--- config.mk ---
export PLATFORM = sky130hd
export DESIGN_NAME = hcb_queue
export DESIGN_NICKNAME = d
export VERILOG_FILES = /design/src/hdl/hcb_pkg.sv /design/src/hdl/hcb_queue.sv
export SDC_FILE = /design/constraint.sdc
export NUM_CORES = 1
export LEC_CHECK = 0
export BUFFER_PORTS_ARGS = -buffer_cell sky130_fd_sc_hd__buf_2
export CAP_MARGIN = 20
export CORE_MARGIN = 4
export CORE_UTILIZATION = 47
export CTS_BUF_LIST = sky130_fd_sc_hd__clkbuf_8 sky130_fd_sc_hd__clkbuf_16
export DETAILED_ROUTE_END_ITERATION = 10
export PLACE_DENSITY = 0.75
export SETUP_SLACK_MARGIN = 0.05
export SYNTH_ARGS = -nofsm -noshare
export SYNTH_HDL_FRONTEND = slang
export SYNTH_SLANG_ARGS = --single-unit
--- constraint.sdc ---
create_clock -name clk -period 2.9 [get_ports clk]
set_clock_uncertainty 0.1 [all_clocks]
set_input_delay 0.58 -clock clk [delete_from_list [all_inputs] [get_ports clk]]
set_output_delay 0.58 -clock clk [all_outputs]
set_load 0.05 [all_outputs]
--- src/hdl/hcb_pkg.sv ---
package hcb_pkg;

    localparam int MAX_SYMBOLS_DEF  = 64;
    localparam int MAX_CODE_LEN_DEF = 63;

    localparam int SYM_W      = 8;
    localparam int FREQ_W     = 32;
    localparam int LEN_W      = 6;
    localparam int CODE_OUT_W = 63;
    localparam int DEPTH_W    = 7;
    localparam int CODE_W     = 64;

    // one queued input item, already classified by the front
    typedef struct packed {
        logic [SYM_W-1:0]  symbol;
        logic [FREQ_W-1:0] frequency;
        logic              store;
        logic              build;
    } hcb_item_t;

endpackage

--- src/hdl/hcb_queue.sv ---
module hcb_queue (
    input  logic               clk,
    input  logic               rst_n,
    input  logic               push_valid,
    input  hcb_pkg::hcb_item_t push_item,
    output logic               push_ready,
    output logic               pop_valid,
    output hcb_pkg::hcb_item_t pop_item,
    input  logic               pop
);
    import hcb_pkg::*;

    hcb_item_t  slot_reg [2];
    logic       wr_ptr_reg;
    logic       rd_ptr_reg;
    logic [1:0] fill_reg;
    logic       do_push;
    logic       do_pop;

    assign push_ready = (fill_reg != 2'd2);
    assign pop_valid  = (fill_reg != 2'd0);
    assign pop_item   = slot_reg[rd_ptr_reg];
    assign do_push    = push_valid && push_ready;
    assign do_pop     = pop && pop_valid;

    always_ff @(posedge clk)
    begin
        if (do_push)
        begin
            slot_reg[wr_ptr_reg] <= push_item;
        end
    end

    always_ff @(posedge clk or negedge rst_n)
    begin
        if (!rst_n)
        begin
            wr_ptr_reg <= 1'b0;
            rd_ptr_reg <= 1'b0;
            fill_reg   <= 2'd0;
        end
        else
        begin
            if (do_push)
            begin
                wr_ptr_reg <= ~wr_ptr_reg;
            end
            if (do_pop)
            begin
                rd_ptr_reg <= ~rd_ptr_reg;
            end
            if (do_push && !do_pop)
            begin
                fill_reg <= fill_reg + 2'd1;
            end
            else if (do_pop && !do_push)
            begin
                fill_reg <= fill_reg - 2'd1;
            end
        end
    end

endmodule

==> run metrics <==
async set-reset flop share out of synthesis 4.545%; CTS resizes 0; detailed-route DRC error count 0; FP Rows 30; Cell Pwr Density around 1200 nW/um^2; Syn Nets 196; Crit path required time ~2.2 ns; I/O pin total 90; hold slack 0.3248 ns; Post-synth EDFFs 84; Critical Path Sink Type output pin; endpoints failing setup 0; Port-buffer cells 89; Total GRT Usage 13.21%; worst hold path class primary input to flop; most common cell in the netlist edfxtp_1; Final min period approximately 2.6 ns; Die Area 8722 um^2; gr ovfl total 0; number of distinct library cells after synthesis 15; H-tree level count 3; starting density of the core between 40% and 50%; clock sink count 88; Worst path max stage delay between 0.7 and 0.8 ns; Max transition margin a little over 60%; Die W 93.39 um; detailed placer's ending HPWL 3708 um; most common flop cell mapped by yosys edfxtp_1; critical path cell sequence buf_4 > mux2_4 > buf_2; Final Max Tran Viols 0; Setup TNS 0 ns; Clock Pin Slew Worst Setup and Hold Paths approximately 0.08 ns; Post-DRT Antenna Nets 0; final instance area between 4000 and 5000 um^2; Final Hold Viols 0; critical path class flop to output pin; reg2reg setup slack 1.14 ns; Synth top cells by count edfxtp_1, mux2_4, buf_12, dfrtp_1; largest net degree at the start of global routing 25; number of flip-flops in the largest register 84; Syn Area/Cell between 20 and 25 um^2; status completed; Antenna diodes 0; Routed wire per std cell roughly 15 um; CTS tree built; Yosys top cell area share 73.60%; worst slew pin tran 0.5749 ns; RSZ-0062 raised after global routing false; first drt pass iteration count 4; Vias 1635; Ys Warns 0; vias in the first global route 1715; cell taking the most area after synthesis edfxtp_1; Synth Cell Area 3427 um^2; final worst-path cycle share 88.52%; ranking of synthesized cells by area edfxtp_1, mux2_4, dfrtp_1, buf_12, mux2_2; routability cong. 0.7357; Area after DPL 3974 um^2; Root Buffer clkbuf_8; detailed router's first-iteration violation count just under 60; max cap viols 0; LEAKAGE ~1.7 nW; Area growth syn-to-layout 23.07%; number of setup buffers added after CTS 0; nature of the critical path startpoint flop; Cells after Synth 149; highest clock rate 389.5 MHz; core area a little under 7000 um^2; VDD IR-drop max about 700 uV; share of layout cells above drive strength 1 around three fifths; clk buf depth 2; Worst-Skew Late Latency 0.33 ns; DRT Wirelength 5344 um; global-route wire length before repair roughly 8500 um; Via density between 4 and 5; Fill cells around 540; register bit count reported by yosys 88; chip height roughly 93 um; WP data arrival 1.89 ns; slowest CP cell dfrtp_2; initial antenna violation count 0; hold buffers post-CTS 1; Seq/Total Area, Yosys 76.52%; CP max FO 19; Power Total 0.005059 W; Inserted Clock Buffers 9; fin nets 297
[where the power goes]
part | internal (W) | switching (W) | leakage, nW
sequential | 0.00174 | 0.000151 | 0.826
combinational | 0.000748 | 0.00147 | 0.768
clock | 0.000566 | 0.000388 | 0.117
[cell type report]
cell class | count | area, um^2 | area share [%]
Clock inverter | 6 | 110.1 | 2.611
Tap cell | 96 | 120.1 | 2.848
Sequential cell | 88 | 2624 | 62.21
Timing Repair Buffer | 95 | 518.0 | 12.28
Clock buffer | 9 | 123.9 | 2.937
Inverter | 1 | 3.754 | 0.08899
Multi-Input combinational cell | 55 | 718.2 | 17.03
[logic make-up after synthesis]
family	count (synthesis)	synth area share [%]
xor+xnor	5	1.278
fa+ha+maj	1	0.3650
buf+inv	6	2.775
flops	88	76.52
mux	42	18.07
simple gates	7	0.9863
[final timing paths]
path,endpoint,cells past startpoint,startpoint
min in group asynchronous,fill_reg[0],2,rst_n
min reg2reg,fill_reg[1],1,fill_reg[1]
max reg2reg,slot_reg[1][33],3,fill_reg[0]
min,slot_reg[1][12],1,push_item[12]
max,pop_item[11],3,rd_ptr_reg
max in group asynchronous,rd_ptr_reg,2,rst_n
[routing by layer]
layer / wire [um] / share of wire (%) / track usage [%]
met1: 2283 / 43 / 16.46
met2: 2558 / 48 / 20.43
met3: 413 / 7.7 / 4.183
met4: 89 / 1.7 / 7.326
met5: 0 / 0 / 0
[cells in the final DEF (no fill, tap or decap), drive strengths merged]
| cell type | synthesis | layout |
|---|---|---|
| nor2 | 2 | 2 |
| or2 | 1 | 1 |
| nand2b | 1 | 1 |
| dlygate4sd3 | 0 | 1 |
| mux2 | 42 | 42 |
| xnor2 | 3 | 3 |
| clkbuf | 0 | 9 |
| bufinv | 0 | 3 |
| nand2 | 2 | 2 |
| edfxtp | 84 | 84 |
| clkinv | 0 | 1 |
| inv | 1 | 2 |
| ha | 1 | 1 |
| clkinvlp | 0 | 1 |
| dfrtp | 4 | 4 |
| xor2 | 2 | 2 |
| buf | 5 | 94 |
| and3 | 1 | 1 |
[stage by stage]
| step | utilization (%) | cells | worst slack (ns) |
|---|---|---|---|
| floorplan | - | 149 | 0.2108 |
| global placement | 57.23 | 334 | 0.6738 |
| detailed placement | 57.23 | 334 | 0.6539 |
| CTS | 60.74 | 350 | 0.2765 |
| global route | 60.74 | 350 | 0.2288 |
| finish | 60.74 | 350 | 0.3328 |
[worst max-delay path, delay by kind of cell, from the launching register on]
| kind | cells | cell delay, ns |
|---|---|---|
| flip-flops | 1 | 0.74 |
| buffers and inverters | 2 | 0.50 |
| multiplexers | 1 | 0.31 |
Note: power is estimated with default switching activity, not from simulation.
