**src/hdl/hcb_pkg.sv**
```systemverilog
package hcb_pkg;

    localparam int MAX_SYMBOLS_DEF  = 64;
    localparam int MAX_CODE_LEN_DEF = 63;

    localparam int SYM_W      = 8;
    localparam int FREQ_W     = 32;
    localparam int LEN_W      = 6;
    localparam int CODE_OUT_W = 63;
    localparam int DEPTH_W    = 7;
    localparam int CODE_W     = 64;

    // one queued input item, already classified by the front
    typedef struct packed {
        logic [SYM_W-1:0]  symbol;
        logic [FREQ_W-1:0] frequency;
        logic              store;
        logic              build;
    } hcb_item_t;

endpackage

```
**src/hdl/hcb_sym_if.sv**
```systemverilog
interface hcb_sym_if;
    import hcb_pkg::*;

    logic              valid;
    logic              ready;
    logic [SYM_W-1:0]  symbol;
    logic [FREQ_W-1:0] frequency;
    logic              last_symbol;

    modport source (output valid, output symbol, output frequency, output last_symbol,
                    input ready);
    modport sink   (input valid, input symbol, input frequency, input last_symbol,
                    output ready);
endinterface

```
**src/hdl/hcb_front.sv**
```systemverilog
module hcb_front #(
    parameter int MAX_SYMBOLS = hcb_pkg::MAX_SYMBOLS_DEF
) (
    input  logic              clk,
    input  logic              rst_n,
    hcb_sym_if.sink           symbols,
    output logic              push_valid,
    output hcb_pkg::hcb_item_t push_item,
    input  logic              push_ready
);
    import hcb_pkg::*;

    localparam int CNT_W = $clog2(MAX_SYMBOLS + 1);

    logic [CNT_W-1:0] cnt_reg;
    logic [CNT_W-1:0] cnt_next;
    logic             take;

    assign symbols.ready = push_ready;
    assign take          = symbols.valid && push_ready;
    assign push_valid    = symbols.valid;

    // pairs past the table size are dropped; a flagged one still builds
    always_comb
    begin
        push_item.symbol    = symbols.symbol;
        push_item.frequency = symbols.frequency;
        push_item.store     = (cnt_reg < CNT_W'(MAX_SYMBOLS));
        push_item.build     = symbols.last_symbol;
        cnt_next            = cnt_reg;
        if (take)
        begin
            if (symbols.last_symbol)
            begin
                cnt_next = '0;
            end
            else if (push_item.store)
            begin
                cnt_next = cnt_reg + CNT_W'(1);
            end
        end
    end

    always_ff @(posedge clk or negedge rst_n)
    begin
        if (!rst_n)
        begin
            cnt_reg <= '0;
        end
        else
        begin
            cnt_reg <= cnt_next;
        end
    end

endmodule

```
**src/flat_wrapper.sv**
```systemverilog
// flat-port wrapper written by rule: the top's interface ports become plain ports
module hcb_front_flat import hcb_pkg::*;
#(
    parameter int MAX_SYMBOLS = hcb_pkg::MAX_SYMBOLS_DEF
)
  (clk, rst_n, push_valid, push_item, push_ready, symbols_valid, symbols_symbol, symbols_frequency, symbols_last_symbol, symbols_ready);
  hcb_sym_if symbols_i ();
  input  logic clk;
  input  logic rst_n;
  output logic push_valid;
  output hcb_pkg::hcb_item_t push_item;
  input  logic push_ready;
  input wire logic [$bits(symbols_i.valid)-1:0] symbols_valid;
  input wire logic [$bits(symbols_i.symbol)-1:0] symbols_symbol;
  input wire logic [$bits(symbols_i.frequency)-1:0] symbols_frequency;
  input wire logic [$bits(symbols_i.last_symbol)-1:0] symbols_last_symbol;
  output wire logic [$bits(symbols_i.ready)-1:0] symbols_ready;
  assign symbols_i.valid = symbols_valid;
  assign symbols_i.symbol = symbols_symbol;
  assign symbols_i.frequency = symbols_frequency;
  assign symbols_i.last_symbol = symbols_last_symbol;
  assign symbols_ready = symbols_i.ready;
  hcb_front #(.MAX_SYMBOLS(MAX_SYMBOLS)) u_core (.clk(clk), .rst_n(rst_n), .symbols(symbols_i), .push_valid(push_valid), .push_item(push_item), .push_ready(push_ready));
endmodule
```
**config.mk**
```make
export PLATFORM = sky130hd
export DESIGN_NAME = hcb_front_flat
export DESIGN_NICKNAME = d
export VERILOG_FILES = /design/src/hdl/hcb_pkg.sv /design/src/hdl/hcb_sym_if.sv /design/src/hdl/hcb_front.sv /design/src/flat_wrapper.sv
export SDC_FILE = /design/constraint.sdc
export NUM_CORES = 1
export LEC_CHECK = 0
export ABC_AREA = 1
export ABC_CLOCK_PERIOD_IN_PS = 1800
export BUFFER_PORTS_ARGS = -buffer_cell sky130_fd_sc_hd__buf_2
export CORE_MARGIN = 2
export CORE_UTILIZATION = 34
export DETAILED_ROUTE_END_ITERATION = 12
export GPL_ROUTABILITY_DRIVEN = 0
export GPL_TIMING_DRIVEN = 0
export HOLD_SLACK_MARGIN = 0.03
export PLACE_DENSITY_LB_ADDON = 0.25
export SLEW_MARGIN = 20
export SYNTH_ARGS = -nofsm -noshare
export SYNTH_HDL_FRONTEND = slang
export SYNTH_SLANG_ARGS = --single-unit
```
**constraint.sdc**
```tcl
create_clock -name clk -period 1.8 [get_ports clk]
set_input_delay 0.09 -clock clk [delete_from_list [all_inputs] [get_ports clk]]
set_output_delay 0.09 -clock clk [all_outputs]
set_load 0.005 [all_outputs]
```
==> results by group <==
Routing
  – Wirelength per Cell: 8.95 um
  – Vias per cell: 4.11
  – DR iter-0 viols: 1
  – Routed Antenna Nets: 0
  – WL final: 1550 um
  – # DRC: 0
  – DRT Pass-1 Iters: 2
  – Via count: 711

Finish
  – Antenna cells: 0
  – Syn-to-layout area delta: 43.7%
  – Max reg flops: 7
  – Final instance area: 1020 um2
  – Nets: 193
  – Layout Cells excl Fill: 173
  – Core Util, Final: 0.520
  – Layout cells sized above 1: 0.685

GRT
  – Met1 Usage GRT: 0.104
  – First-pass GRT wire length: 2210 um
  – Grt met2 use: 0.211
  – Initial antenna violation count: 0
  – Grt met3 use: 0.0788
  – Largest net degree at the start of global routing: 9
  – Most used routing layer: met2
  – Gr usage total: 0.119
  – Vias in the first global route: 559
  – Total gr overflow: 0

Synthesis
  – Syn nets: 139
  – Async S/R FF share, synth: 1.00
  – Synth Warn #: 0
  – Yosys reg bits: 7
  – Sequential-to-total area share from yosys stat: 0.246
  – Post-synth top area share: 0.454
  – Mapped cell area: 711 um2
  – Synth top area cells: buf_4 45%, dfrtp_1 25%, nand2_1 7.9%
  – Yosys cell types: 17
  – Avg Inst Size Synth: 7.64 um2
  – Gate Count Post-Synth: 93
  – Most common cell in the synthesized netlist: buf_4
  – Top_reg_cell synth: dfrtp_1
  – Post-synth top cells: 43 x buf_4, 15 x nand2_1, 7 x dfrtp_1
  – EDFF count, synth: 0
  – Yosys top cell by area: buf_4

Power
  – Power per Cell Area: 494 nW/um2
  – P_int: 0.366 mW
  – Clock power share: 0.292
  – Sequential share of power: 0.376
  – Net Sw Power: 0.139 mW
  – Switch share: 0.276
  – Combinational power share: 0.332
  – Max VDD drop: 278 uV
  – Leakage: 0.595 nW

Clock tree
  – Htree depth: 1
  – Post-CTS sizing: 0
  – Post-CTS Repair Setup Buffers: 0
  – Max Root-Sink Buffers: 2
  – Clk root buf: clkbuf_4
  – CTS tree: yes
  – Worst-path clk slew: 50 ps
  – Clock sink count: 7
  – Hold_buf cts: 1
  – Num CTS Buffers: 3
  – Clock latency on the worst-skew pair: 260 ps

Placed design
  – Port bufs: 48
  – Placed Area: 985 um2
  – Placed Cells: 168
  – Detailed Place HPWL: 1320 um
  – Place WS: 604 ps

Floorplanning
  – Die Span X: 49.7 um
  – Io pins: 89
  – Die ar.: 2470 um2
  – Initial Utilization: 0.362
  – Placeable Area: 1960 um2
  – Number of cell rows: 16
  – Die H: 49.7 um

Setup path
  – Cell family with most CP delay: flip-flops
  – Worst reg-to-reg path cell count: 5
  – Critical Path RT: 1980 ps
  – CP peak stage delay: 440 ps
  – Worst-path fanout max: 6
  – Critical Path AT: 1400 ps
  – Crit-path slowest cell: dfrtp_1
  – CP Buf/Inv Count: 0
  – WP depth: 5
  – Crit path kind: register to register
  – CP endpoint kind: register
  – Crit-path cells: ha_1 -> nand2_1 -> nor2_2 -> nand4_1 -> a21oi_1
  – Crit start category: register

Timing
  – Setup tns final: 0 ps
  – Fmax achieved: 816 MHz
  – Fin. Hold Viols: 0
  – Fin worst setup slack: 574 ps
  – Max-slew violation count: 0
  – Worst Tran Pin Value: 260 ps
  – Final period utilization: 0.681
  – Clock skew: 1.05 ps
  – RSZ-0062 raised after global routing: false
  – Slew margin rel.: 0.826
  – Final min period: 1230 ps
  – Final setup vio count: 0

Run
  – Max-cap viol count: 0

Outcome
  – Status: finished, final reports clean

Hold path
  – Worst min path class: primary input to async pin
[logic make-up after synthesis]
logic type,count (synthesis),synth area share
AO/OA/AOI/OAI,8,0.0722
AND/OR/NAND/NOR,26,0.162
buffers and inverters,51,0.502
adder cells (fa/ha/maj),1,0.0176
flip-flops,7,0.246
[cell usage in the layout (no fill, tap or decap)]
master         netlist  final
buf_2                0     48
buf_4               43     43
nand2_1             15     15
dfrtp_1              7      7
inv_1                5      5
nor2_1               4      4
o21ai_0              4      4
a21oi_1              3      3
clkbuf_4             0      3
nand4_1              2      2
nand3_1              2      2
inv_2                1      1
clkinv_2             1      1
o21ai_4              1      1
inv_4                1      1
nor2_2               1      1
nand3_2              1      1
nor3_1               1      1
ha_1                 1      1
clkbuf_1             0      1
dlygate4sd3_1        0      1
[power groups by stage]
stage               registers (mW)  clock network (mW)  logic [mW]
floorplan                    0.188                   0       0.108
global placement             0.190                   0       0.166
detailed placement           0.191                   0       0.169
CTS                          0.189               0.151       0.170
global route                 0.192               0.163       0.186
finish                       0.190               0.148       0.168
[metal layers]
layer / routed length, um / vias up
met5: 0 / -
met4: 8 / 0
met3: 243 / 3
met2: 810 / 49
met1: 485 / 305
li1: - / 354
[layout make-up]
cell class              instances  area [um2]
repair buffers                 49         250
flip-flops and latches          7         175
multi-input cells              35         179
clock buffers                   4        26.3
plain buffers                  43         323
well taps                      27        33.8
fillers                       203         941
inverters                       8        33.8
[worst paths after layout]
path	start	end	slack, ps
worst max-delay path	u_core.cnt_reg[0]$_DFFE_PN0P_	u_core.cnt_reg[6]$_DFFE_PN0P_	570
worst min-delay path	rst_n	u_core.cnt_reg[6]$_DFFE_PN0P_	210
worst max register to register	u_core.cnt_reg[0]$_DFFE_PN0P_	u_core.cnt_reg[6]$_DFFE_PN0P_	570
worst min register to register	u_core.cnt_reg[5]$_DFFE_PN0P_	u_core.cnt_reg[5]$_DFFE_PN0P_	550
max in group asynchronous	rst_n	u_core.cnt_reg[1]$_DFFE_PN0P_	1430
min in group clk	symbols_last_symbol	u_core.cnt_reg[5]$_DFFE_PN0P_	210
[stage by stage]
stage	power (mW)	hold WS [ps]
2_1_floorplan	0.296	-206
3_3_place_gp	0.355	-68.0
3_5_place_dp	0.360	-64.8
4_1_cts	0.510	204
5_1_grt	0.541	228
6_report	0.505	211
Power figures use the tool's default switching activity.
